File: src/rtl/core/ffba_pkg.sv
// Shared types, codes and defaults of the first-fit block allocator.
package ffba_pkg;

    localparam int DEFAULT_MAX_BLOCKS   = 64;
    localparam int DEFAULT_HEADER_BYTES = 40;

    localparam logic [31:0] HEAP_LENGTH_RESET = 32'd1048576;

    // Request kinds.
    localparam logic OP_ALLOC = 1'b0;
    localparam logic OP_FREE  = 1'b1;

    // Result status codes.
    localparam logic [2:0] STATUS_REUSED    = 3'd0;
    localparam logic [2:0] STATUS_APPENDED  = 3'd1;
    localparam logic [2:0] STATUS_NO_MEMORY = 3'd2;
    localparam logic [2:0] STATUS_FREED     = 3'd3;
    localparam logic [2:0] STATUS_IGNORED   = 3'd4;

    // Configuration register indexes.
    localparam int          CFG_IDX_W       = 1;
    localparam logic [0:0]  CFG_HEAP_BASE   = 1'b0;
    localparam logic [0:0]  CFG_HEAP_LENGTH = 1'b1;

    typedef enum logic [1:0] {
        ST_IDLE,
        ST_SCAN,
        ST_FINISH
    } state_t;

    // One row of the block table.
    typedef struct packed {
        logic        used;
        logic [31:0] bytes;
        logic [31:0] start;
    } entry_t;

    // Controller to datapath.
    typedef struct packed {
        logic load;
        logic scan;
        logic commit_hit;
        logic commit_miss;
        logic emit;
    } ctrl_cmd_t;

    // Datapath to controller.
    typedef struct packed {
        logic hit;
        logic exhausted;
        logic out_free;
    } ctrl_sts_t;

endpackage

File: src/rtl/core/ffba_controller.sv
// Controller state machine of the allocator: accept, table scan, result hand-off.
module ffba_controller (
    input  logic                aclk,
    input  logic                aresetn,
    input  logic                s_tvalid,
    output logic                s_tready,
    input  ffba_pkg::ctrl_sts_t sts,
    output ffba_pkg::ctrl_cmd_t cmd
);

    ffba_pkg::state_t state_reg;
    ffba_pkg::state_t state_next;

    always_ff @(posedge aclk) begin
        if (!aresetn) begin
            state_reg <= ffba_pkg::ST_IDLE;
        end else begin
            state_reg <= state_next;
        end
    end

    always_comb begin
        state_next = state_reg;
        s_tready   = 1'b0;
        cmd        = '0;
        case (state_reg)
            ffba_pkg::ST_IDLE: begin
                s_tready = 1'b1;
                if (s_tvalid) begin
                    cmd.load   = 1'b1;
                    state_next = ffba_pkg::ST_SCAN;
                end
            end
            ffba_pkg::ST_SCAN: begin
                if (sts.hit) begin
                    cmd.commit_hit = 1'b1;
                    state_next     = ffba_pkg::ST_FINISH;
                end else if (sts.exhausted) begin
                    cmd.commit_miss = 1'b1;
                    state_next      = ffba_pkg::ST_FINISH;
                end else begin
                    cmd.scan = 1'b1;
                end
            end
            ffba_pkg::ST_FINISH: begin
                if (sts.out_free) begin
                    cmd.emit   = 1'b1;
                    state_next = ffba_pkg::ST_IDLE;
                end
            end
            default: begin
                state_next = ffba_pkg::ST_IDLE;
            end
        endcase
    end

endmodule

File: config.mk
export PLATFORM = sky130hd
export DESIGN_NAME = ffba_controller
export DESIGN_NICKNAME = d
export VERILOG_FILES = /design/src/rtl/core/ffba_pkg.sv /design/src/rtl/core/ffba_controller.sv
export SDC_FILE = /design/constraint.sdc
export NUM_CORES = 1
export LEC_CHECK = 0
export ABC_AREA = 1
export BUFFER_PORTS_ARGS = -buffer_cell sky130_fd_sc_hd__clkbuf_2
export CAP_MARGIN = 20
export CORE_AREA = 2 2 39 41
export CTS_CLUSTER_DIAMETER = 30
export DETAILED_ROUTE_END_ITERATION = 8
export DIE_AREA = 0 0 41 43
export SYNTH_ARGS = -nofsm -noshare
export SYNTH_HDL_FRONTEND = slang
export SYNTH_SLANG_ARGS = --single-unit
File: constraint.sdc
create_clock -name aclk -period 1.1 [get_ports aclk]
set_clock_uncertainty 0.2 [all_clocks]
set_input_delay 0.11 -clock aclk [delete_from_list [all_inputs] [get_ports aclk]]
set_output_delay 0.11 -clock aclk [all_outputs]
set_load 0.01 [all_outputs]
* Word-level counts from Yosys, hierarchy flattened
Index checks and enable logic that the tools add are counted.
Word-level totals: bits in registers 2, output and inout bits 6, input port bits 6
Cells by class: reduce and logical (&&, ||, !) cells 2, equality and inequality tests 5, mux-type cells 16
Operators with widths (count):
- 1-bit 2-to-1 mux | 10
- 2-bit 2-to-1 mux | 4
- 2-bit case mux with 3 select lines | 1
- 2-bit inequality test (second input constant) | 2
- 3-bit 2-to-1 mux | 1
- 3-bit inequality test (second input constant) | 1
- 3-bit AND reduction | 1
- 2-bit by 1-bit == test with 1-bit output (second input constant) | 1
- 2-bit == test (second input constant) | 1
- 2-bit zero test | 1

* Depth between registers and ports, before layout
Gate-level depths: netlist (run 1).
word-level depth 3, depth in mapped cells 4, mapped depth without buffers 4

* Worst setup path before layout (run 1)
No wires, ideal clock.
path type reg-to-output, start point register state_reg[0], end point output port cmd[1] in the netlist's numbering, path buffers 0, stages on the path, launching flop included 5, slack 70 ps, data arrival time 720 ps, cell sequence dfxtp_1 inv_2 nor2_2 inv_1 nor3_2
RTL lines:
- from (decl) | RTL line ffba_controller.sv:11 | ffba_pkg::state_t state_reg;
- from (signal assigned) | RTL line ffba_controller.sv:16 | state_reg <= ffba_pkg::ST_IDLE;
- from (signal assigned) | RTL line ffba_controller.sv:18 | state_reg <= state_next;
- to (decl) | RTL line ffba_controller.sv:8 | output ffba_pkg::ctrl_cmd_t cmd

==> results.py, run 1 <==
metrics = {
    "status": {
        "status": "complete, but fails checks",
        "violations": "hold timing, setup timing",
    },
    "global_routing": {
        "grt_pass1_wl_um": 731,
        "track_usage_pct": 6.012,
        "grt_start_max_net_pins": 5,
        "antenna_found_initial": 0,
        "grt_overflow_total": 0,
        "grt_pass1_vias": 208,
    },
    "setup_path": {
        "cp_num_buf_inv": 3,
        "r2r_slack_ns": -0.02,
        "cp_cell_sequence": "inv_2 > nor2_4 > inv_2 > nor3_2 > buf_2",
        "path_class": "reg2out",
        "timing.critical_path.mode_cell": "inv_2",
        "r2r_cells": 5,
        "cp-end-kind": "primary output",
        "crit_path_top_delay_cell": "dfxtp_2",
        "worstPathRequired_ns": 0.79,
        "startpoint_type": "register",
        "r2r-end": "state_reg[0]$_SDFFE_PN0P_",
        "arrival_ns": 0.99,
        "worstPathMaxFanout": 3,
        "rr_startpoint": "state_reg[0]$_SDFFE_PN0P_",
        "crit_path_max_incr_delay_ns": 0.33,
        "crit_family": "flip-flops",
    },
    "timing": {
        "holdWs_ns": -0.02067,
        "worst_pin_slew_ns": 0.1360,
        "fmax_ghz": 0.7681,
        "fin_ws_ns": -0.2020,
        "finalSetupTns_ns": -1.060,
        "final-hold-violation-count": 1,
        "min_period_over_period_pct": 118.4,
        "finalCriticalPeriod_ns": 1.302,
        "slew_headroom_pct": 90.93,
        "slew_viol_final": 0,
        "rsz0062_at_grt": "yes",
        "finalSetupViolCount": 7,
    },
    "detailed_routing": {
        "drtAntennaViolNets": 0,
        "routed_wirelength_um": 454,
        "drt-initial-drc-count": 0,
        "dr.pass1.iters": 1,
        "drc": 0,
        "wl_per_cell_um": 7.695,
        "vias": 200,
        "via_per_inst": 3.390,
    },
    "placed_design": {
        "post-dp-hpwl_um": 313.5,
        "io_buffers": 11,
        "gp_congestion": 0.5992,
        "place_ws_ns": -0.04842,
        "dp_cells": 52,
    },
    "logic_synthesis": {
        "yosysMostFrequentCell": "inv_1",
        "synth_top_family_by_area": "simple AND/OR/NAND/NOR gates",
        "synth_adder_area_share_pct": 0,
        "synth.largest_area_cell": "dfxtp_1",
        "synth-compound-area-share_pct": 9.735,
        "synth_top_cell_area_share_pct": 28.32,
        "avgSynthCellArea_um2": 5.891,
        "synth-edff-count": 0,
        "synth.distinct_cells": 10,
        "synth-main-ff-cell": "dfxtp_1",
        "ys_warn_count": 0,
        "synth_mux_area_share_pct": 0,
        "synth_area_leaders": "dfxtp_1 (28%), inv_1 (19%), nand2_1 (13%)",
        "syn-num-nets": 30,
        "synthCells": 24,
        "ys_ff_latch": 2,
        "synth_area_um2": 141.4,
        "yosysSeqAreaShare_pct": 28.32,
        "synthSimpleGateAreaFrac_pct": 40.71,
        "synth_async_sr_flop_share_pct": 0,
        "synth_xor_area_share_pct": 0,
        "ys_top_cells_by_count": "inv_1 (7), nand2_1 (5), nor2_1 (3)",
    },
    "floorplan": {
        "die-area_um2": 1763,
        "fp-row-count": 14,
        "start_util_pct": 10.22,
        "die_w_um": 41,
        "dieHeight_um": 43,
        "core_area_um2": 1384,
        "ioPinCount": 12,
    },
    "worst_hold_path": {
        "hold_depth": 4,
        "hp-start": "sts[1]",
        "hold_path.class": "in2reg",
        "holdPathEnd": "state_reg[0]$_SDFFE_PN0P_",
    },
    "pwr": {
        "power_uw": 345.0,
        "powerDensity_nw_per_um2": 1130,
        "p_sw_uw": 95.34,
        "swShare_pct": 27.63,
        "leakagePower_nw": 0.1747,
        "ir_worst_vdd_v": 0.0002794,
        "internal-power_uw": 249.7,
        "seqPwrFrac_pct": 24.6,
        "combinationalPowerShare_pct": 27.5,
        "power.share.clock_pct": 47.8,
    },
    "final_layout": {
        "fin_nets": 51,
        "num_antenna_cells": 0,
        "instances_no_fill": 59,
        "largest_reg_flops": 2,
        "layout-drive-gt1-share_pct": 62.79,
        "num-fill-cells": 169,
        "synthToLayoutAreaGrowth_pct": 115.9,
        "post-route-util_pct": 22.06,
    },
    "clock_network": {
        "clkLatencyLatePin_ns": 0.22,
        "cts-htree-levels": 1,
        "clk_path_buf_depth": 2,
        "cts_tree": "built",
        "clock-sinks": 2,
        "numCtsBuffers": 3,
        "clk_pin_slew_worst_paths_ns": 0.03,
        "clockRootBuffer": "clkbuf_4",
    },
    "flow_run": {
        "maxCapViolations": 0,
    },
}
==> worst max-delay path by stage <==
stage	end	start	cells past startpoint	slack [ns]
after global placement	cmd[1]	state_reg[0]$_SDFFE_PN0P_	5	-0.02
after global routing	cmd[1]	state_reg[0]$_SDFFE_PN0P_	5	-0.27
final	cmd[1]	state_reg[0]$_SDFFE_PN0P_	5	-0.20
after detailed placement	cmd[1]	state_reg[0]$_SDFFE_PN0P_	5	-0.05
after CTS	cmd[3]	state_reg[0]$_SDFFE_PN0P_	5	-0.22
after floorplan	cmd[1]	state_reg[0]$_SDFFE_PN0P_	4	0.07
==> cell usage in the layout (no fill, tap or decap) <==
| cell | synthesis | routed |
|---|---|---|
| clkbuf_2 | 0 | 7 |
| inv_1 | 7 | 6 |
| nor2_1 | 3 | 3 |
| nand2_1 | 5 | 3 |
| clkbuf_4 | 0 | 3 |
| buf_2 | 0 | 3 |
| buf_4 | 0 | 3 |
| nor2_4 | 0 | 2 |
| inv_2 | 1 | 2 |
| nand2_2 | 0 | 2 |
| dlygate4sd3_1 | 0 | 2 |
| dfxtp_2 | 0 | 2 |
| a21oi_2 | 1 | 1 |
| nand3_1 | 1 | 1 |
| a21oi_1 | 1 | 1 |
| nor3_2 | 1 | 1 |
| buf_6 | 0 | 1 |
==> power by group through the flow <==
stage	registers (mW)	clock network, mW	logic, mW
detailed placement	0.0836	0	0.0655
global placement	0.0829	0	0.0645
global route	0.0854	0.175	0.107
finish	0.0850	0.165	0.0950
floorplan	0.0830	0	0.0354
CTS	0.0850	0.165	0.0815
==> worst register-to-register path, cell delays in order (launching register included) <==
cell     delay [ns]
dfxtp_2        0.31
buf_4          0.13
nor2_4         0.09
nand2_2        0.07
buf_4          0.13
a21oi_2        0.12
==> area by class of cell <==
class	instances	area [um^2]	share of cell area (%)
clock buffers	3	22.52	7.377
inverters	8	30.03	9.836
repair buffers	16	103.9	34.02
well taps	16	20.02	6.557
multi-input cells	14	86.33	28.28
flip-flops and latches	2	42.54	13.93
==> what timing repair did <==
| action | 4_1_cts | 5_1_grt |
|---|---|---|
| setup endpoints to repair | 6 | 7 |
| gates resized for setup | 5 | 7 |
| hold endpoints to repair | 2 | 0 |
| pin swaps | 1 | 0 |
| buffers inserted | 1 | 1 |
| hold buffers | 2 | 0 |
==> layer usage <==
metal / part of all wire (%) / GRT usage [%] / vias up
met5: 0 / 0 / -
met4: 0 / 4.000 / 0
met3: 5.1 / 1.571 / 0
met2: 67 / 10.31 / 5
met1: 28 / 5.751 / 88
li1: - / - / 107
==> per-stage QoR <==
stage          hold slack [ns]  area [um^2]
2_1_floorplan          0.05016        141.4
3_3_place_gp            0.1515        224.0
5_1_grt             0.00003575        305.3
6_report              -0.02067        305.3
4_1_cts                0.01494        286.5
3_5_place_dp            0.1564        224.0
==> logic make-up after synthesis <==
kind of cell           count (synthesis)
flip-flops                             2
AND/OR/NAND/NOR                       12
AO/OA/AOI/OAI                          2
buffers and inverters                  8
No activity file was read; power rests on OpenSTA's default activity.
==> run 2: changes to the inputs <==
--- a/config.mk
+++ b/config.mk
@@ -8,10 +8,13 @@
 export ABC_AREA = 1
 export BUFFER_PORTS_ARGS = -buffer_cell sky130_fd_sc_hd__clkbuf_2
 export CAP_MARGIN = 20
+export CELL_PAD_IN_SITES_DETAIL_PLACEMENT = 1
+export CELL_PAD_IN_SITES_GLOBAL_PLACEMENT = 1
 export CORE_AREA = 2 2 39 41
 export CTS_CLUSTER_DIAMETER = 30
 export DETAILED_ROUTE_END_ITERATION = 8
 export DIE_AREA = 0 0 41 43
+export PLACE_DENSITY_LB_ADDON = 0.1
 export SYNTH_ARGS = -nofsm -noshare
 export SYNTH_HDL_FRONTEND = slang
 export SYNTH_SLANG_ARGS = --single-unit
==> run 2 against run 1 <==
The flow still finishes with violations (hold timing, setup timing). Power increased by 1.4%. Combinational power up 7%. Sequential power down 2%. Die area unchanged. Cell area is 6.6% higher. Count of clock-buffer cells in the layout unchanged. Via count increased by 7.0%. Highest routed layer unchanged.
==> results.py, run 2 (synthesized netlist as in run 1, its figures left out) <==
metrics = {
    "status": {
        "status": "complete, but fails checks",
        "violations": "hold timing, setup timing",
    },
    "setup_path": {
        "crit_path_max_incr_delay_ns": 0.31,
        "startpoint_type": "register",
        "cp_cell_sequence": "buf_4 > nor2_4 > nand2_2 > inv_1 > clkbuf_2",
        "arrival_ns": 1.00,
        "worstPathMaxFanout": 2,
        "cp_num_buf_inv": 3,
        "r2r-end": "state_reg[0]$_SDFFE_PN0P_",
        "cp-end-kind": "primary output",
        "path_class": "reg2out",
        "crit_family": "flip-flops",
        "worstPathRequired_ns": 0.79,
        "r2r_cells": 5,
        "crit_path_top_delay_cell": "dfxtp_2",
        "rr_startpoint": "state_reg[0]$_SDFFE_PN0P_",
        "r2r_slack_ns": 0.02,
    },
    "clock_network": {
        "clk_pin_slew_worst_paths_ns": 0.03,
        "cts-htree-levels": 1,
        "clockRootBuffer": "clkbuf_4",
        "clkLatencyLatePin_ns": 0.22,
        "clk_path_buf_depth": 2,
        "clock-sinks": 2,
        "cts_tree": "built",
        "numCtsBuffers": 3,
    },
    "floorplan": {
        "die_w_um": 41,
        "ioPinCount": 12,
        "die-area_um2": 1763,
        "fp-row-count": 14,
        "start_util_pct": 10.22,
        "dieHeight_um": 43,
        "core_area_um2": 1384,
    },
    "pwr": {
        "seqPwrFrac_pct": 23.8,
        "combinationalPowerShare_pct": 29.1,
        "powerDensity_nw_per_um2": 1075,
        "swShare_pct": 27.53,
        "power.share.clock_pct": 47.1,
        "internal-power_uw": 253.5,
        "power_uw": 349.8,
        "p_sw_uw": 96.30,
        "ir_worst_vdd_v": 0.0002243,
        "leakagePower_nw": 0.1942,
    },
    "timing": {
        "rsz0062_at_grt": "yes",
        "slew_headroom_pct": 92.81,
        "finalCriticalPeriod_ns": 1.309,
        "final-hold-violation-count": 1,
        "finalSetupViolCount": 6,
        "holdWs_ns": -0.001223,
        "slew_viol_final": 0,
        "fmax_ghz": 0.7638,
        "worst_pin_slew_ns": 0.1072,
        "min_period_over_period_pct": 119.0,
        "fin_ws_ns": -0.2093,
    },
    "flow_run": {
        "maxCapViolations": 0,
    },
    "global_routing": {
        "track_usage_pct": 6.707,
        "grt_start_max_net_pins": 4,
        "grt_pass1_vias": 212,
        "grt_overflow_total": 0,
        "antenna_found_initial": 0,
        "grt_pass1_wl_um": 759,
    },
    "worst_hold_path": {
        "hp-start": "sts[1]",
        "hold_depth": 4,
        "hold_path.class": "in2reg",
        "holdPathEnd": "state_reg[0]$_SDFFE_PN0P_",
    },
    "final_layout": {
        "final_cell_mix": "clkbuf_2 (7), inv_1 (6), buf_4 (5)",
        "multi_input_area_um2": 86.33,
        "fin_nets": 53,
        "num-fill-cells": 181,
        "num_antenna_cells": 0,
        "final_common_cell": "clkbuf_2",
        "largest_reg_flops": 2,
        "regArea_um2": 45.04,
        "layout-drive-gt1-share_pct": 64.44,
        "synthToLayoutAreaGrowth_pct": 130.1,
        "post-route-util_pct": 23.51,
    },
    "detailed_routing": {
        "dr.pass1.iters": 4,
        "via_per_inst": 3.508,
        "drt-initial-drc-count": 1,
        "routed_wirelength_um": 483,
        "drtAntennaViolNets": 0,
        "wl_per_cell_um": 7.918,
        "drc": 0,
        "vias": 214,
    },
    "placed_design": {
        "io_buffers": 11,
        "post-dp-hpwl_um": 382.5,
        "gp_congestion": 0.5998,
    },
}
## run 2: changes by cell type in the layout (fill, tap and decap cells not counted), sizes merged
cell | before | now
dlymetal6s4s | 0 | 1
buf | 7 | 9
dlygate4sd3 | 2 | 1
## run 2: what timing repair did
item	CTS	global route
pin swaps	1	2
setup buffers	1	1
hold buffers	2	0
gates cloned	0	0
resized for setup	9	6
setup endpoints to repair	6	8
hold endpoints to repair	2	0
## run 2: power groups by stage
stage / Combinational, mW / Clock (mW) / Sequential, mW
2_1_floorplan: 0.0354 / 0 / 0.0830
3_3_place_gp: 0.0718 / 0 / 0.0831
3_5_place_dp: 0.0737 / 0 / 0.0829
4_1_cts: 0.0946 / 0.170 / 0.0830
5_1_grt: 0.113 / 0.176 / 0.0837
6_report: 0.102 / 0.165 / 0.0831
## run 2: worst max path at each step
stage	from	slack [ns]	end	cells past startpoint
after detailed placement	state_reg[0]$_SDFFE_PN0P_	-0.03	cmd[1]	5
after global placement	state_reg[0]$_SDFFE_PN0P_	-0.009	cmd[1]	5
after CTS	state_reg[1]$_SDFFE_PN0P_	-0.21	cmd[1]	4
after global routing	state_reg[0]$_SDFFE_PN0P_	-0.28	cmd[1]	5
final	state_reg[0]$_SDFFE_PN0P_	-0.21	cmd[4]	5
after floorplan	state_reg[0]$_SDFFE_PN0P_	0.07	cmd[1]	4
## run 2: cell type report
class                   instances  share of cell area (%)
clock buffers                   3                   6.923
inverters                       8                   9.231
multi-input cells              14                   26.54
flip-flops and latches          2                   13.85
well taps                      16                   6.154
repair buffers                 18                   37.31
## run 2: metrics by stage
stage | worst slack (ns) | instance area [um^2] | instances | setup TNS, ns | hold WS, ns
6_report | -0.2093 | 325.3 | 61 | -1.095 | -0.001223
3_3_place_gp | -0.008516 | 239.0 | 54 | -0.008516 | 0.1546
2_1_floorplan | 0.07046 | 141.4 | 24 | 0 | 0.05016
4_1_cts | -0.2146 | 312.8 | 60 | -1.112 | -0.006264
5_1_grt | -0.2832 | 325.3 | 61 | -1.520 | 0.02204
3_5_place_dp | -0.02743 | 239.0 | 54 | -0.04942 | 0.1680
## run 2: routing by layer
layer  vias up  global-route usage, %  wire length [um]
li1        112                      -                 -
met1        95                  7.006               173
met2         7                  9.375               286
met3         0                  3.141                23
met4         0                  6.000                 0
met5         -                      0                 0
## run 2: tightest hold or removal path, cell delays in order
cell,delay [ns]
clkbuf_2,0.09
nor2_1,0.03
nand2_1,0.09
a21oi_2,0.06
